**config.mk**
```make
export PLATFORM = sky130hd
export DESIGN_NAME = demod_lock_supervisor
export DESIGN_NICKNAME = d
export VERILOG_FILES = /design/src/rtl/core/dls_pkg.sv /design/src/rtl/core/dls_update.sv /design/src/rtl/core/demod_lock_supervisor.sv
export SDC_FILE = /design/constraint.sdc
export NUM_CORES = 1
export LEC_CHECK = 0
export BUFFER_PORTS_ARGS = -buffer_cell sky130_fd_sc_hd__buf_4
export CORE_ASPECT_RATIO = 1.5
export CORE_MARGIN = 1.5
export CORE_UTILIZATION = 40
export CTS_CLUSTER_DIAMETER = 150
export DETAILED_ROUTE_END_ITERATION = 16
export SLEW_MARGIN = 20
export SYNTH_ARGS = -nofsm -noshare
export SYNTH_HDL_FRONTEND = slang
export SYNTH_SLANG_ARGS = --single-unit
```
**constraint.sdc**
```tcl
create_clock -name clk -period 3.48 [get_ports clk]
set_input_delay 0.696 -clock clk [delete_from_list [all_inputs] [get_ports clk]]
set_output_delay 0.696 -clock clk [all_outputs]
set_load 0.05 [all_outputs]
```
**src/rtl/core/dls_pkg.sv**
```systemverilog
// dls_pkg: shared types and constants for the demod lock supervisor
// holds payload structs, phase codes, command codes and register indexes
// no dependencies
package dls_pkg;

  // command codes of a poll item
  localparam logic [1:0] CMD_START = 2'd0;
  localparam logic [1:0] CMD_ACQ   = 2'd1;
  localparam logic [1:0] CMD_MON   = 2'd2;

  // configuration register indexes
  localparam logic [2:0] REG_SCAN_THR   = 3'd0;
  localparam logic [2:0] REG_NORMAL_THR = 3'd1;
  localparam logic [2:0] REG_RUN_LIMIT  = 3'd2;
  localparam logic [2:0] REG_LOCK_CONF  = 3'd3;
  localparam logic [2:0] REG_UNLK_CONF  = 3'd4;
  localparam logic [2:0] REG_TS_ALLOWED = 3'd5;

  // register reset values
  localparam logic [15:0] SCAN_THR_RST   = 16'd255;
  localparam logic [15:0] NORMAL_THR_RST = 16'd300;
  localparam logic [15:0] RUN_LIMIT_RST  = 16'd9;
  localparam logic [1:0]  LOCK_CONF_RST  = 2'd2;
  localparam logic [2:0]  UNLK_CONF_RST  = 3'd4;

  // saturation points of the counters
  localparam logic [15:0] ERR_RUN_MAX = 16'hFFFF;
  localparam logic [1:0]  GOOD_MAX    = 2'd3;
  localparam logic [2:0]  BAD_MAX     = 3'd7;

  typedef enum logic [2:0] {
    PH_START  = 3'd0,
    PH_SCAN   = 3'd1,
    PH_FAIL   = 3'd2,
    PH_SYNC   = 3'd3,
    PH_STABLE = 3'd4,
    PH_LOCKED = 3'd5
  } phase_t;

  typedef struct packed {
    logic [1:0]  command;
    logic        tune_normal;
    logic        scan_finished;
    logic        scan_found;
    logic        carrier_lock;
    logic        fec_lock;
    logic        psync_lock;
    logic [15:0] packet_errors;
  } poll_t;

  typedef struct packed {
    logic [2:0]  phase;
    logic        locked;
    logic        signal_valid;
    logic        lock_notified;
    logic        unlock_notified;
    logic        start_scan;
    logic        soft_reset;
    logic        ts_out_enable;
    logic        pause_locked;
    logic [15:0] error_run;
  } status_t;

  typedef struct packed {
    logic [15:0] scan_err_threshold;
    logic [15:0] normal_err_threshold;
    logic [15:0] err_run_limit;
    logic [1:0]  lock_confirm;
    logic [2:0]  unlock_confirm;
    logic        ts_out_allowed;
  } dls_cfg_t;

  typedef struct packed {
    phase_t      phase_reg;
    logic        lock_flag;
    logic        valid_flag;
    logic        lock_note;
    logic        unlock_note;
    logic [1:0]  good_count;
    logic [2:0]  bad_count;
    logic [15:0] err_run_count;
    logic        scan_mode_sel;
    logic        pause_sel;
  } dls_state_t;

endpackage

```
**src/rtl/core/dls_update.sv**
```systemverilog
// dls_update: per-item update of the supervisor state and the result item
// purely combinational; uses dls_pkg for the state, config and payload types
module dls_update (
  input  dls_pkg::dls_state_t state,
  input  dls_pkg::dls_cfg_t   cfg,
  input  dls_pkg::poll_t      poll,
  output dls_pkg::dls_state_t state_next,
  output dls_pkg::status_t    status
);
  import dls_pkg::*;

  dls_state_t s;
  logic       scan_req;
  logic       sreset;
  logic       ts_en;
  logic [15:0] thr;

  // state update for one item
  always_comb begin
    s        = state;
    scan_req = 1'b0;
    sreset   = 1'b0;
    ts_en    = 1'b0;
    thr      = state.scan_mode_sel ? cfg.scan_err_threshold : cfg.normal_err_threshold;
    unique case (poll.command)
      CMD_START, CMD_ACQ: begin
        if (poll.command == CMD_START || state.phase_reg == PH_START) begin
          // start tune
          if (poll.tune_normal) begin
            s.phase_reg     = PH_SYNC;
            s.scan_mode_sel = 1'b0;
          end else begin
            s.phase_reg     = PH_SCAN;
            s.scan_mode_sel = 1'b1;
            scan_req        = 1'b1;
          end
          s.err_run_count = '0;
        end else begin
          unique case (state.phase_reg)
            PH_SCAN: begin
              if (poll.scan_finished && poll.scan_found) begin
                s.phase_reg = PH_SYNC;
              end else if (poll.scan_finished) begin
                s.phase_reg   = PH_FAIL;
                s.lock_flag   = 1'b0;
                s.unlock_note = 1'b1;
                s.lock_note   = 1'b0;
              end
            end
            PH_SYNC: begin
              if (poll.carrier_lock) s.phase_reg = PH_STABLE;
            end
            PH_STABLE: begin
              if (poll.fec_lock) begin
                s.lock_flag   = 1'b1;
                s.valid_flag  = 1'b1;
                s.phase_reg   = PH_LOCKED;
                s.lock_note   = 1'b1;
                s.unlock_note = 1'b0;
              end else begin
                s.phase_reg = PH_SYNC;
              end
            end
            PH_FAIL, PH_LOCKED: begin
            end
            default: s.phase_reg = PH_START;
          endcase
        end
      end
      CMD_MON: begin
        if (poll.psync_lock) begin
          s.bad_count = '0;
          s.pause_sel = 1'b1;
          if (poll.packet_errors >= thr) begin
            // high-error poll extends the run
            if (s.err_run_count != ERR_RUN_MAX) s.err_run_count = s.err_run_count + 16'd1;
            if (s.err_run_count >= cfg.err_run_limit) begin
              sreset          = 1'b1;
              s.lock_flag     = 1'b0;
              s.lock_note     = 1'b0;
              s.unlock_note   = 1'b1;
              s.valid_flag    = 1'b0;
              s.err_run_count = '0;
            end
          end else begin
            // good poll counts toward lock
            s.err_run_count = '0;
            ts_en           = cfg.ts_out_allowed;
            if (!s.lock_flag && !s.lock_note && s.good_count != GOOD_MAX)
              s.good_count = s.good_count + 2'd1;
            if (s.good_count >= cfg.lock_confirm) begin
              s.lock_flag   = 1'b1;
              s.lock_note   = 1'b1;
              s.unlock_note = 1'b0;
              s.valid_flag  = 1'b1;
              s.good_count  = '0;
            end
          end
        end else begin
          // unlocked poll counts toward loss of lock
          s.good_count = '0;
          s.pause_sel  = 1'b0;
          if (s.lock_flag && !s.unlock_note) begin
            if (s.bad_count != BAD_MAX) s.bad_count = s.bad_count + 3'd1;
            if (s.bad_count >= cfg.unlock_confirm) begin
              s.lock_flag     = 1'b0;
              s.lock_note     = 1'b0;
              s.unlock_note   = 1'b1;
              s.valid_flag    = 1'b0;
              s.err_run_count = '0;
              s.bad_count     = '0;
            end
          end
        end
      end
      default: begin
      end
    endcase
  end

  // result item shows the state after the update
  always_comb begin
    state_next             = s;
    status.phase           = s.phase_reg;
    status.locked          = s.lock_flag;
    status.signal_valid    = s.valid_flag;
    status.lock_notified   = s.lock_note;
    status.unlock_notified = s.unlock_note;
    status.start_scan      = scan_req;
    status.soft_reset      = sreset;
    status.ts_out_enable   = ts_en;
    status.pause_locked    = s.pause_sel;
    status.error_run       = s.err_run_count;
  end

endmodule

```
**src/rtl/core/demod_lock_supervisor.sv**
```systemverilog
// demod_lock_supervisor: top level of the receiver lock supervisor
// holds the config registers, poll register, state and result register
// depends on dls_pkg and dls_update
//
// usage:
//   poll channel (poll_valid, poll_stall, poll) carries one command item:
//   start tune, acquisition poll or monitoring poll with lock indications.
//   status channel (status_valid, status_stall, status) returns exactly one
//   item per poll with the phase, lock flags, pulses and error run length.
//   config port (cfg_write, cfg_index, cfg_data) writes one register per
//   cycle; write only while no poll is in flight.
// flow: a poll passes through the poll register, then the result register;
//   throughput one item per cycle while the status channel is not stalled,
//   with the combinational state update between the two registers.
// reset: rst (synchronous, active high) loads register defaults, returns
//   the phase to start, clears all flags and counters and empties both
//   registers.
// stall: a stalled status item holds; the poll register keeps one item
//   waiting; poll_stall rises only when both are full and status stalls.
module demod_lock_supervisor (
  input  logic             clk,
  input  logic             rst,
  input  logic             poll_valid,
  output logic             poll_stall,
  input  dls_pkg::poll_t   poll,
  output logic             status_valid,
  input  logic             status_stall,
  output dls_pkg::status_t status,
  input  logic             cfg_write,
  input  logic [2:0]       cfg_index,
  input  logic [15:0]      cfg_data
);
  import dls_pkg::*;

  dls_cfg_t   cfg;
  dls_state_t state;
  dls_state_t state_next;
  status_t    result_next;
  poll_t      poll_q;
  logic       poll_q_valid;
  logic       advance;

  // configuration registers
  always_ff @(posedge clk) begin
    if (rst) begin
      cfg.scan_err_threshold   <= SCAN_THR_RST;
      cfg.normal_err_threshold <= NORMAL_THR_RST;
      cfg.err_run_limit        <= RUN_LIMIT_RST;
      cfg.lock_confirm         <= LOCK_CONF_RST;
      cfg.unlock_confirm       <= UNLK_CONF_RST;
      cfg.ts_out_allowed       <= 1'b0;
    end else if (cfg_write) begin
      unique case (cfg_index)
        REG_SCAN_THR:   cfg.scan_err_threshold   <= cfg_data;
        REG_NORMAL_THR: cfg.normal_err_threshold <= cfg_data;
        REG_RUN_LIMIT:  cfg.err_run_limit        <= cfg_data;
        REG_LOCK_CONF:  cfg.lock_confirm         <= cfg_data[1:0];
        REG_UNLK_CONF:  cfg.unlock_confirm       <= cfg_data[2:0];
        REG_TS_ALLOWED: cfg.ts_out_allowed       <= cfg_data[0];
        default: begin
        end
      endcase
    end
  end

  // handshake: the update runs when the result register is free or draining
  assign advance    = poll_q_valid && (!status_valid || !status_stall);
  assign poll_stall = poll_q_valid && !advance;

  // poll register
  always_ff @(posedge clk) begin
    if (rst) begin
      poll_q_valid <= 1'b0;
    end else if (!poll_stall) begin
      poll_q_valid <= poll_valid;
    end
  end

  always_ff @(posedge clk) begin
    if (poll_valid && !poll_stall) begin
      poll_q <= poll;
    end
  end

  // state update
  dls_update u_update (
    .state      (state),
    .cfg        (cfg),
    .poll       (poll_q),
    .state_next (state_next),
    .status     (result_next)
  );

  always_ff @(posedge clk) begin
    if (rst) begin
      state.phase_reg     <= PH_START;
      state.lock_flag     <= 1'b0;
      state.valid_flag    <= 1'b0;
      state.lock_note     <= 1'b0;
      state.unlock_note   <= 1'b0;
      state.good_count    <= '0;
      state.bad_count     <= '0;
      state.err_run_count <= '0;
      state.scan_mode_sel <= 1'b0;
      state.pause_sel     <= 1'b0;
    end else if (advance) begin
      state <= state_next;
    end
  end

  // result register
  always_ff @(posedge clk) begin
    if (rst) begin
      status_valid <= 1'b0;
    end else if (advance) begin
      status_valid <= 1'b1;
    end else if (!status_stall) begin
      status_valid <= 1'b0;
    end
  end

  always_ff @(posedge clk) begin
    if (advance) begin
      status <= result_next;
    end
  end

endmodule

```
==> impl_metrics.json, run 1 <==
{
  "num_vias": 5689,
  "dp_cells": 1033,
  "async_flop_share_pct": 0,
  "cp_num_buf_inv": 1,
  "post_drt_via_cell_ratio": 5.302,
  "synthFlopType": "dfxtp_1",
  "post-dp-hpwl_mm": 12.89,
  "period_needed_ps": 3466,
  "synth_edf_count": 51,
  "ys_warn_count": 0,
  "synth_area_sq_um": 6797,
  "netlist-cell-type-count": 68,
  "grt-ovfl-total": 0,
  "endpoint_kind": "flip-flop",
  "power_mw": 4.096,
  "status": "finished clean",
  "clock.fmax_mhz": 288.5,
  "row_count": 58,
  "track_usage_pct": 20.75,
  "slew_violations": 0,
  "fin_ws_ps": 13.92,
  "placed_cell_area_sq_um": 7875,
  "leakage_nw": 3.614,
  "ys_seq_area_share_pct": 47.86,
  "core-area_sq_um": 16690,
  "cellInternalPower_mw": 3.059,
  "layoutNonFillerInstCount": 1073,
  "die_h_um": 162.6,
  "globalplace.congestion": 0.9214,
  "grt_pass1_vias": 5689,
  "critPathSlowestCell": "or3_4",
  "design.die.area_sq_um": 17800,
  "start_kind": "flip-flop",
  "numCtsBuffers": 17,
  "setup_violations": 0,
  "whs_ps": 444.4,
  "numPortBuffers": 76,
  "dp_slack_ps": -82.87,
  "switching_share_pct": 25.31,
  "worst_slew_pin_slew_ps": 815.7,
  "syn2layout_area_growth_pct": 29.14,
  "first_pass_iters": 5,
  "p_sw_mw": 1.037,
  "clock_latency_ps": 420,
  "ys_top_cells_by_count": "nand2_1 (157), dfxtp_1 (86), a21oi_1 (64), edfxtp_1 (51), ha_1 (40)",
  "first_iter_violations": 192,
  "tns_ps": 0,
  "synth_most_common_cell": "nand2_1",
  "power_density_nw_per_um2": 466.6,
  "synth_fp_nets": 823,
  "grt_max_degree": 44,
  "synth_seq_cells": 137,
  "synth_top_cell_area_share_pct": 25.33,
  "cts.sink_count": 137,
  "crit_chain": "and4_4 -> nand3_4 -> or3_4 -> a21oi_1 -> ha_1 -> a21o_1 -> a221oi_2 -> o21ai_1 -> a31o_4 -> a211o_4 -> nor3_4 -> buf_12 -> a22o_1",
  "finalHoldViolCount": 0,
  "max_cap_viol_count": 0,
  "final_cell_area_sq_um": 8777,
  "die_w_um": 109.4,
  "postCtsHoldBufs": 0,
  "cp.arrival_ps": 3830,
  "initial_core_util_pct": 40.72,
  "final_util_pct": 52.59,
  "slew_headroom_pct": 45.56,
  "final_layout_size_suffix_gt1_share_pct": 25.49,
  "crit_required_ps": 3840,
  "rsz0062_at_grt": "true",
  "io_pins": 77,
  "grt_antenna_before_repair": 0,
  "synthTopCellsByArea": "dfxtp_1 (25%), edfxtp_1 (23%), nand2_1 (8.7%)",
  "slowest_delay_ps": 460,
  "nets": 938,
  "synth_top_area_cell": "dfxtp_1",
  "crit_family": "compound AO/OA/AOI/OAI gates",
  "grt_pass1_wl_mm": 28.12,
  "root_buffer": "clkbuf_16",
  "antennaDiodeCount": 0,
  "drtAntennaViolNets": 0,
  "seqPwrFrac_pct": 42.8,
  "drcViolationCount": 0,
  "wl_mm": 17.66,
  "p_clk_share_pct": 47.7,
  "hp-class": "input pin to flip-flop",
  "cts.path.max_buffers": 2,
  "ir_drop_uv": 248.9,
  "p_comb_share_pct": 9.5,
  "wl_per_cell_um": 16.45,
  "period_share_pct": 99.60,
  "clk_pin_slew_ps": 60,
  "fin_skew_ps": 10.41,
  "crit_type": "flip-flop to flip-flop",
  "htree_levels": 4,
  "crit_fanout": 7,
  "tritoncts": "yes",
  "synthCells": 735,
  "syn_area_per_cell_sq_um": 9.247
}
-- path summary, 6_finish.rpt --
check | startpoint | end | slack (ps) | depth (start not counted)
min reg2reg | cfg[34] | cfg[34] | 450 | 2
min | poll[8] | poll_q[8] | 440 | 1
max reg2reg | state[6] | state[10] | 10 | 13
max | state[6] | state[10] | 10 | 13
-- worst reg2reg max path, stage by stage (launching register included) --
cell and delay, ps:
dfxtp_2 330, and4_4 300, nand3_4 100, or3_4 460, a21oi_1 290, ha_1 300, a21o_1 200, a221oi_2 270
o21ai_1 110, a31o_4 260, a211o_4 350, nor3_4 160, buf_12 150, a22o_1 140
-- timing repair --
action                     4_1_cts  5_1_grt
hold endpoints to repair         0        0
pin swaps                        5       32
setup endpoints to repair       28       35
resized for setup                8       46
buffers inserted                 0        8
-- routing by layer --
layer  GRT usage (%)  part of all wire (%)
met3           3.601                   3.0
met5               0                     0
met2           37.58                    54
met1           22.71                    40
met4           10.45                   3.4
-- sequential cells by signal, indices dropped and copies added (netlist names) --
name / cells
status: 27
state: 30
poll_q: 24
poll_q_valid: 1
status_valid: 1
cfg: 54
-- cells in the final DEF, fill, tap and decap left out, types with 11 or more instances in the layout --
cell type  Yosys  routed
inv_1         31      31
mux2i_1       22      21
clkbuf_16      0      18
o21ai_1        2      13
edfxtp_1      51      51
nand2_1      157     152
buf_4          0     126
a21oi_1       64      61
o21ai_0       24      13
nand3_1       26      22
nor2_1        38      37
nand2b_1      11      11
dfxtp_1       86      81
ha_1          40      38
-- cell type report --
| cell class | count | area (sq um) |
|---|---|---|
| clock buffer | 19 | 454.2 |
| fill | 1556 | 7914 |
| tap | 210 | 262.8 |
| clock inverter | 13 | 181.4 |
| inverter | 32 | 120.1 |
| sequential | 137 | 3259 |
| timing repair buffer | 131 | 1011 |
| multi-input combinational | 531 | 3488 |
-- logic make-up (layout without fill, tap and decap cells) --
logic type / after synthesis / after routing / synth area share, %
AND/OR/NAND/NOR: 290 / 290 / 19.29
AO/OA/AOI/OAI: 160 / 160 / 15.59
flip-flops: 137 / 137 / 47.86
buffers and inverters: 67 / 195 / 3.939
adder cells (fa/ha/maj): 40 / 40 / 7.364
multiplexers: 29 / 29 / 4.400
XOR/XNOR: 12 / 12 / 1.546
-- power by group through the flow --
stage	combinational (mW)	clock, mW	sequential [mW]
2_1_floorplan	0.191	0	1.83
3_3_place_gp	0.378	0	1.79
3_5_place_dp	0.387	0	1.79
4_1_cts	0.389	1.98	1.75
5_1_grt	0.426	2.05	1.76
6_report	0.390	1.95	1.75
Note: power is estimated with default switching activity, not from simulation.
==> run 2, diff against run 1 <==
Settings changed: PLACE_DENSITY set to 0.67, TNS_END_PERCENT set to 50.
==> run 2 against run 1 <==
Compared with the run above:
- the run now ends with setup timing left
- die area is the same
- first-iteration DRC count grew 31%
- clock skew shrank 4.2 ps
- fmax shrank 0.71%
- critical endpoint is now status[2]
- largest cell class unchanged
==> impl_metrics.json, run 2 (synthesized netlist as in run 1, its figures left out) <==
{
  "row_count": 58,
  "largest_reg_flops": 54,
  "reg2reg_from": "state[5]",
  "grt_antenna_before_repair": 0,
  "wl_mm": 17.04,
  "numCtsBuffers": 17,
  "multi_input_area_sq_um": 3573,
  "leakage_nw": 3.646,
  "whs_ps": 448.9,
  "clock.fmax_mhz": 286.5,
  "crit_fanout": 7,
  "p_sw_mw": 1.037,
  "start_kind": "flip-flop",
  "first_iter_violations": 252,
  "clk_pin_slew_ps": 60,
  "htree_levels": 4,
  "tritoncts": "yes",
  "final_layout_size_suffix_gt1_share_pct": 28.03,
  "drtAntennaViolNets": 0,
  "numPortBuffers": 76,
  "antennaDiodeCount": 0,
  "nets": 949,
  "cp_num_buf_inv": 3,
  "syn2layout_area_growth_pct": 31.39,
  "seqPwrFrac_pct": 44.7,
  "reg2reg_slack_ps": -10,
  "r2r-end": "status[2]",
  "fill_cells": 1516,
  "die_h_um": 162.6,
  "first_pass_iters": 4,
  "power_density_nw_per_um2": 439.1,
  "slew_violations": 0,
  "max_cap_viol_count": 0,
  "period_share_pct": 100.3,
  "slew_headroom_pct": 48.86,
  "post_drt_via_cell_ratio": 5.382,
  "grt_pass1_vias": 5564,
  "final_common_cell": "nand2_1",
  "die_w_um": 109.4,
  "fin_skew_ps": 6.221,
  "critPathSlowestCell": "or3_4",
  "worstSetupEndpoint": "status[2]",
  "core-area_sq_um": 16690,
  "startpoint": "state[5]",
  "final_util_pct": 53.50,
  "crit_family": "compound AO/OA/AOI/OAI gates",
  "grt_pass1_wl_mm": 26.77,
  "drcViolationCount": 0,
  "largest-register": "cfg",
  "p_clk_share_pct": 45.3,
  "switching_share_pct": 26.45,
  "slowest_delay_ps": 430,
  "initial_core_util_pct": 40.72,
  "num_vias": 5834,
  "io_pins": 77,
  "wl_per_cell_um": 15.72,
  "mostFrequentLayoutCells": "nand2_1 (152), buf_4 (134), dfxtp_1 (77)",
  "status": "complete, but fails checks",
  "track_usage_pct": 19.36,
  "worst-path-stages": 15,
  "hp-class": "input pin to flip-flop",
  "fin_ws_ps": -10.84,
  "globalplace.congestion": 0.9356,
  "violations": "setup timing",
  "hp-start": "poll[7]",
  "p_comb_share_pct": 10.0,
  "top_regs": "cfg (54), state (30), status (27)",
  "design.die.area_sq_um": 17800,
  "worst_slew_pin_slew_ps": 767.1,
  "cts.sink_count": 137,
  "root_buffer": "clkbuf_16",
  "crit_required_ps": 3740,
  "period_needed_ps": 3491,
  "crit_chain": "and4_4 -> nand3_4 -> or3_4 -> buf_4 -> nand2_1 -> ha_1 -> a21o_1 -> a21o_1 -> a221o_1 -> a31o_4 -> a211oi_4 -> buf_6 -> buf_12 -> nand2_1 -> a31oi_1",
  "ff_latch_area_sq_um": 3264,
  "cts.path.max_buffers": 2,
  "r2r_cells": 15,
  "endpoint_kind": "flip-flop",
  "post-dp-hpwl_mm": 11.79,
  "ir_drop_uv": 278.7,
  "crit_type": "flip-flop to flip-flop",
  "rsz0062_at_grt": "true",
  "finalHoldViolCount": 0,
  "grt-ovfl-total": 0,
  "clock_latency_ps": 420,
  "cellInternalPower_mw": 2.884,
  "cp.arrival_ps": 3750,
  "setup_violations": 2,
  "grt_max_degree": 62
}
-- run 2: changes by cell type in the layout (fill, tap and decap cells not counted), moves of 5 or more --
cell     change
o21ai_0      +6
and3_4       +5
buf_4        +8
o21ai_1      -6
-- run 2: final cells by class --
cell class	instances	area share [%]
tap	210	2.942
clock buffer	17	4.764
multi-input combinational	531	40.02
sequential	137	36.56
timing repair buffer	142	12.61
clock inverter	15	1.765
inverter	32	1.345
-- run 2: repair_timing --
| action | 4_1_cts | 5_1_grt |
|---|---|---|
| cloned | 1 | 0 |
| resized for setup | 25 | 43 |
| endpoints found under the hold margin | 0 | 0 |
| setup endpoints to repair | 34 | 38 |
| setup buffers | 4 | 9 |
| pin swaps | 9 | 29 |
| hold buffers | 0 | 0 |
-- run 2: layer usage --
layer / track usage, % / vias up / wire [um]
met5: 0 / - / 0
met4: 8.796 / 0 / 635
met3: 3.842 / 48 / 880
met2: 33.37 / 191 / 8565
met1: 22.82 / 2745 / 6954
li1: - / 2850 / -
-- run 2: power by group through the flow --
stage                     clock (mW)  combinational, mW  sequential (mW)
after global placement             0              0.376             1.79
after detailed placement           0              0.382             1.79
after CTS                       1.81              0.391             1.75
after floorplan                    0              0.191             1.83
after global routing            1.87              0.427             1.76
final                           1.78              0.392             1.75
-- run 2: per-stage QoR --
step	instance area, sq um	setup TNS, ps	instances	setup slack [ps]	power, mW
6_report	8930	-15.82	1084	-10.84	3.921
5_1_grt	8930	-729.2	1084	-98.42	4.058
4_1_cts	8666	0	1077	6.809	3.952
3_5_place_dp	7924	-1425	1040	-89.99	2.169
3_3_place_gp	7924	-165.4	1040	-36.25	2.163
2_1_floorplan	6828	0	735	4.255	2.022
-- run 2: worst min path at each step --
stage                      to  cells past startpoint
global placement      cfg[22]                      2
global route        poll_q[0]                      1
floorplan             cfg[22]                      2
finish              poll_q[7]                      1
detailed placement    cfg[36]                      2
CTS                 poll_q[7]                      1
